<file path="src/hdl/kcmq_pkg.sv">
package kcmq_pkg;

    localparam int CAPACITY  = 256;
    localparam int KEY_BITS  = 16;
    localparam int COUNT_BITS = 32;
    localparam int TOTAL_W   = $clog2(CAPACITY + 1);

    typedef logic [2*KEY_BITS-1:0]          t_key;
    typedef logic signed [COUNT_BITS-1:0]   t_cnt;

    typedef struct packed {
        logic vld;
        t_key key;
        t_cnt cnt;
    } t_entry;

    typedef enum logic [1:0] {
        CELL_HOLD,
        CELL_MATCH,
        CELL_REMOVE,
        CELL_INSERT
    } t_cell_op;

    typedef struct packed {
        t_cell_op op;
        t_key     key;
        t_cnt     cnt;
    } t_cell_ctrl;

    typedef enum logic [2:0] {
        KIND_PUSH  = 3'd0,
        KIND_ERASE = 3'd1,
        KIND_POP   = 3'd2,
        KIND_INC   = 3'd3,
        KIND_DEC   = 3'd4,
        KIND_ADD   = 3'd5,
        KIND_SUB   = 3'd6,
        KIND_QUERY = 3'd7
    } t_kind;

    typedef enum logic [2:0] {
        ST_OK      = 3'd0,
        ST_ABSENT  = 3'd1,
        ST_PRESENT = 3'd2,
        ST_FULL    = 3'd3,
        ST_EMPTY   = 3'd4
    } t_status;

    // priority of (ka,ca) strictly above (kb,cb): larger count, then smaller key
    function automatic logic prio_gt(t_key ka, t_cnt ca, t_key kb, t_cnt cb);
        return (ca > cb) || ((ca == cb) && (ka < kb));
    endfunction

endpackage

</file>
<file path="src/hdl/kcmq_cell.sv">
module kcmq_cell (
    input  logic                i_clk,
    input  logic                i_rst_n,
    input  kcmq_pkg::t_cell_ctrl i_ctrl,
    input  kcmq_pkg::t_entry    i_left,
    input  logic                i_left_beats,
    input  kcmq_pkg::t_entry    i_right,
    output kcmq_pkg::t_entry    o_ent,
    output logic                o_beats,
    output logic                o_match
);
    import kcmq_pkg::*;

    t_entry r_ent;
    t_entry n_ent;
    logic   r_match;
    logic   n_match;
    logic   take_right;

    assign o_beats = r_ent.vld && prio_gt(r_ent.key, r_ent.cnt, i_ctrl.key, i_ctrl.cnt);
    assign take_right = !r_ent.vld || (r_ent.key == i_ctrl.key)
                        || prio_gt(i_ctrl.key, i_ctrl.cnt, r_ent.key, r_ent.cnt);

    always_comb begin
        n_ent   = r_ent;
        n_match = r_match;
        unique case (i_ctrl.op)
            CELL_HOLD: ;
            CELL_MATCH: begin
                n_match = r_ent.vld && (r_ent.key == i_ctrl.key);
            end
            CELL_REMOVE: begin
                // close the gap: everything at or below the removed entry moves up
                if (take_right) begin
                    n_ent = i_right;
                end
            end
            CELL_INSERT: begin
                if (!o_beats) begin
                    if (i_left_beats) begin
                        n_ent.vld = 1'b1;
                        n_ent.key = i_ctrl.key;
                        n_ent.cnt = i_ctrl.cnt;
                    end else begin
                        n_ent = i_left;
                    end
                end
            end
            default: ;
        endcase
    end

    always_ff @(posedge i_clk) begin
        if (!i_rst_n) begin
            r_ent.vld <= 1'b0;
            r_match   <= 1'b0;
        end else begin
            r_ent.vld <= n_ent.vld;
            r_match   <= n_match;
        end
        r_ent.key <= n_ent.key;
        r_ent.cnt <= n_ent.cnt;
    end

    assign o_ent   = r_ent;
    assign o_match = r_match;

endmodule

</file>
<file path="config.mk">
export PLATFORM = sky130hd
export DESIGN_NAME = kcmq_cell
export DESIGN_NICKNAME = d
export VERILOG_FILES = /design/src/hdl/kcmq_pkg.sv /design/src/hdl/kcmq_cell.sv
export SDC_FILE = /design/constraint.sdc
export NUM_CORES = 1
export LEC_CHECK = 0
export CAP_MARGIN = 20
export CORE_MARGIN = 2
export CORE_UTILIZATION = 25
export DETAILED_ROUTE_END_ITERATION = 16
export DONT_BUFFER_PORTS = 1
export GPL_ROUTABILITY_DRIVEN = 0
export PLACE_DENSITY = 0.35
export SLEW_MARGIN = 0
export SYNTH_ARGS = -nofsm -noshare
export SYNTH_HDL_FRONTEND = slang
export SYNTH_SLANG_ARGS = --single-unit
</file>
<file path="constraint.sdc">
create_clock -name i_clk -period 8.7 [get_ports i_clk]
set_input_delay 0.435 -clock i_clk [delete_from_list [all_inputs] [get_ports i_clk]]
set_output_delay 0.435 -clock i_clk [all_outputs]
set_load 0.01 [all_outputs]
</file>
* Yosys cells after proc, flatten, opt, wreduce, memory -nomap -nowiden
Cells that the tools add are included.
** Cells by class
- Add/sub/neg operators :: 0
- Multipliers :: 0
- Div/mod/pow operators :: 0
- Order comparisons :: 4
- Equal/unequal tests :: 8
- Shift-type cells :: 0
- Mux-type cells :: 4
- Bitwise gates (word level) :: 0
- Reduce and logical (&&, ||, !) cells :: 11
** Operators by type and width (count)
- two-way mux 65 bit :: 3
- one-hot mux 65 bit (2 select lines) :: 1
- equality test 32 bit :: 3
- > comparator 32 bit :: 2
- less-than comparator 32 bit :: 2
- equality test 2 bit (second input constant) :: 2
- logical AND 1 bit :: 4
- logical OR 1 bit :: 4
- inequality test 2 bit (second input constant) :: 2
- AND reduction 3 bit :: 1
- equality test 2 x 1 -> 1 bit (second input constant) :: 1
- nonzero test 2 bit :: 1
- zero test 1 bit :: 1
** Storage, ports and cells
- Bits in registers :: 66
- Latch bits :: 0
- Memory bits (writable) :: 0
- Bits in read-only memories :: 0
- Input port bits :: 199
- Output and inout port bits :: 67
- Word-level logic and storage cells :: 31
- Memories kept :: 0

* Depth between registers and ports, before layout
- Depth in word-level cells :: 6
- Mapped depth :: 10
- Gate-level depth less buffers :: 10

* Least setup slack after synthesis
OpenSTA, ideal clock, no wires.
- Path type :: input -> register
- From :: input port i_ctrl[14] (netlist name)
- To :: register r_ent, in the netlist o_ent[0], enable pin
- Setup time :: 0.489 ns
- Arrival time :: 4.750 ns
- Required time :: 8.211 ns
- Setup slack :: 3.461 ns
- Stages on the path :: 8
- Path buffers :: 0
- Cells stage by stage :: ha_1 nand4_2 or4_4 a21oi_2 o31ai_1 a31oi_1 o21ai_1 a311oi_2
** On the way
- Longest elaborated chain between the ends :: 6
- Elaborated cells between the ends (all ways) :: 13
- Those cells by class :: 2 x order compare; 4 x eq/ne; 7 x reduce/logical
** RTL lines
- start: declaration :: RTL line kcmq_cell.sv:4 : input kcmq_pkg::t_cell_ctrl i_ctrl,
- parallel branches: the longest is 5 deep, another holds > comparator 32 bit
- AND reduction 3 bit (no line) (*)
- end: declaration :: RTL line kcmq_cell.sv:14 : t_entry r_ent;
Every way passes the cells marked *.
A chain may end at the register's enable or synchronous reset.

* Worst setup path after layout
- From :: register r_ent, in the netlist o_ent[31]
- To :: register r_ent, in the netlist o_ent[31], enable pin
** On the way
- Longest elaborated chain between the ends :: 6
- Elaborated cells between the ends (all ways) :: 13
- Those cells by class :: 2 x order compare; 4 x eq/ne; 7 x reduce/logical
** RTL lines
- parallel branches: the longest is 5 deep, another holds > comparator 32 bit
- AND reduction 3 bit (no line) (*)
Marked as above.

==> metrics <==
Synth Instances between 500 and 600; RR Endpoint o_ent[31]$_DFFE_PP_; Cell Int Power 0.639 mW; Die Width approximately 140 um; vias in the first global route slightly below 4k; Post-Route Setup TNS 0 ns; Setup CP Type flop to flop; global-route wire length before repair about 22000 um; post-synth top area share a little under 40%; Net Sw Power around 0.26 mW; Startpoint Class flop; Ports ~270; HP Class input pin to flop; Avg Inst Size Synth 9.48 um^2; share of cells above drive strength 1 4.98%; grt total ovfl 0; Slew Limit Fails 0; Design Power 0.895 mW; # diodes 0; leakage power about 2.4 nW; Yosys reg bits between 60 and 70; async set-reset flop share out of synthesis 0%; Max H-tree Level 3; fmax roughly 0.27 GHz; register area share after synthesis about two fifths; largest net degree at the start of global routing 73; vias per inst ~4.7; postcts setup bufs 0; EDFF count, synth between 60 and 70; Least-Margin Pin Slew ~0.71 ns; Sequential Power Share 46.6%; Final Skew just over 0.006 ns; Yosys warning count 0; DIE AREA approximately 21000 um^2; endpoints failing setup 0; cts bufs inserted 9; Initial Util ~26%; hold_buf cts 0; kind of end point of the critical path flop; WP data required roughly 8.7 ns; Critical Path Fanout Max 40; Hold EP o_match$_SDFFE_PN0N_; via count ~3.7k; drt drc 0; post-synthesis instance area 4970 um^2; DRT iter0 DRCs around 110; post-synth cell types 35; Synth area leaders edfxtp_1, ha_1, mux2i_1; clock slew at reported path FFs ~0.060 ns; CTS tree done; core area 19500 um^2; Final Hold Violating Endpoints 0; Final period util between 40 and 50%; sw frac roughly 29%; First-pass DRT Iterations 4; row cnt 51; RSZ-0062 raised after global routing no; DRT Wirelength between 10000 and 15000 um; mean routed wirelength per cell approximately 18 um; peak supply drop roughly 0.000089 V; Root Buffer clkbuf_16; Pwr per Cell Area 162 nW/um^2; P&R area growth vs syn 11.1%; clock network latency to the later pin of the worst-skew pair approximately 0.34 ns; outcome finished, final reports clean; CP max stage cell nor4_1; Tmin final around 3.7 ns; r2r startpoint o_ent[31]$_DFFE_PP_; Routed Antenna Nets 0; Crit path largest cell delay a little under 0.6 ns; clk buf depth 2; max cap viols 0; hold depth 1; CTS resizes 0; PortBufs 0; placed wire-length estimate about 11000 um; Synth Flop Type edfxtp_1; post-synth top area cell edfxtp_1; Nets roughly 800; Worst Reg2Reg Path Length in Cells 9; Mapped Nets roughly 800; relative max-transition margin between 50% and 60%; Gate power share approximately 17%; r2r setup slk about 5.0 ns; chip height ~140 um; cells along the critical path inv_1 > ha_1 > nand4_1 > nor4_1 > o31ai_1 > a31oi_1 > o21ai_1 > a311oi_4 > buf_4; Clock Power Share a little over a third; CTS sink cnt 66; Overall Global Routing Usage 13.5%; HP Start i_rst_n; initial antenna violation count 0; critical path arrival approximately 3.7 ns
==> metal layers <==
| layer | wire [um] | share of wire, % | vias up | GRT usage [%] |
|---|---|---|---|---|
| met5 | 0 | 0 | - | 0 |
| met4 | 116 | 0.81 | 0 | 3.56 |
| met3 | 1400 | 9.8 | 5 | 6.07 |
| met2 | 6830 | 48 | 165 | 23.0 |
| met1 | 5950 | 42 | 1683 | 15.3 |
| li1 | - | - | 1872 | - |
==> cells in the final DEF (no fill, tap or decap) <==
| cell type | count |
|---|---|
| or2b_2 | 1 |
| clkinv_1 | 2 |
| clkbuf_1 | 1 |
| a21oi_2 | 2 |
| o21ai_1 | 1 |
| a221o_2 | 1 |
| edfxtp_1 | 64 |
| nand4_2 | 1 |
| o31ai_1 | 1 |
| or4_4 | 1 |
| inv_1 | 67 |
| a21o_1 | 4 |
| nor3_1 | 2 |
| a211oi_1 | 3 |
| a221oi_1 | 2 |
| a21o_2 | 1 |
| a31oi_1 | 1 |
| nand4_1 | 14 |
| nor4_1 | 4 |
| buf_4 | 4 |
| o211ai_1 | 2 |
| clkinv_2 | 3 |
| or3_1 | 2 |
| nand3_1 | 11 |
| a2111oi_0 | 2 |
| and2_2 | 1 |
| a311oi_4 | 1 |
| nor2_4 | 1 |
| nor2_1 | 68 |
| nor2b_1 | 2 |
| dfxtp_1 | 2 |
| mux2i_1 | 64 |
| clkbuf_16 | 9 |
| ha_1 | 64 |
| a21oi_1 | 89 |
| a221o_1 | 1 |
| and2_1 | 1 |
| o21ai_0 | 10 |
| nand2_1 | 12 |
==> cell usage after synthesis, types with 7 or more instances <==
master / count
a21oi_1: 89
nor2_1: 69
inv_1: 67
edfxtp_1: 64
ha_1: 64
mux2i_1: 64
clkbuf_1: 14
nand4_1: 14
nand2_1: 12
nand3_1: 11
o21ai_0: 10
buf_1: 7
==> state kept, by name, summed over array words and instances, names as in the netlist <==
name,flops
o_ent,65
o_match,1
==> area by class of cell <==
cell class / count / area (um^2)
tap: 265 / 332
fill: 2065 / 13900
multi-input combinational: 370 / 2690
sequential: 66 / 1960
inverter: 67 / 251
clock inverter: 5 / 22.5
timing repair buffer: 4 / 30.0
clock buffer: 10 / 229
==> critical path, delay by kind of cell, from the launching register on <==
kind	cells	cell delay, ns
adder cells (fa/ha/maj)	1	0.31
flip-flops	1	0.42
AO/OA/AOI/OAI	4	1.14
AND/OR/NAND/NOR	2	0.82
buffers and inverters	2	0.61
==> kinds of logic (layout without fill, tap and decap cells) <==
group | after synthesis | after routing | synth area share, %
buffers and inverters | 88 | 86 | 6.65
adders and majority gates | 64 | 64 | 16.1
AOI/OAI and AO/OA | 121 | 121 | 13.7
muxes | 64 | 64 | 12.9
and+or+nand+nor | 121 | 121 | 11.1
DFF | 66 | 66 | 39.5
==> power by group through the flow <==
stage	clock network, mW	logic [mW]	registers (mW)
finish	0.325	0.153	0.417
global route	0.354	0.180	0.420
CTS	0.342	0.158	0.418
detailed placement	0	0.156	0.425
global placement	0	0.156	0.425
floorplan	0	0.127	0.417
==> how the worst max path moves through the flow <==
stage          cells after the start  slack, ns           startpoint                  end
2_1_floorplan                      8       3.46           i_ctrl[14]   o_ent[0]$_DFFE_PP_
3_3_place_gp                       9       4.73  o_ent[31]$_DFFE_PP_  o_ent[24]$_DFFE_PP_
3_5_place_dp                       9       4.78  o_ent[31]$_DFFE_PP_  o_ent[25]$_DFFE_PP_
4_1_cts                            9       4.76  o_ent[31]$_DFFE_PP_  o_ent[48]$_DFFE_PP_
5_1_grt                            9       4.61  o_ent[31]$_DFFE_PP_  o_ent[28]$_DFFE_PP_
6_report                           9       5.01  o_ent[31]$_DFFE_PP_  o_ent[31]$_DFFE_PP_
==> metrics by stage <==
step	util [%]	setup slack, ns	instance area (um^2)	hold WS, ns	instances
after floorplan	-	3.46	4970	0.557	524
after global placement	27.1	4.73	5270	0.564	772
after detailed placement	27.1	4.78	5270	0.561	772
after CTS	28.4	4.76	5520	0.197	787
after global routing	28.4	4.61	5520	0.211	787
final	28.4	5.01	5520	0.220	787
(Power assumes the default switching activity.)
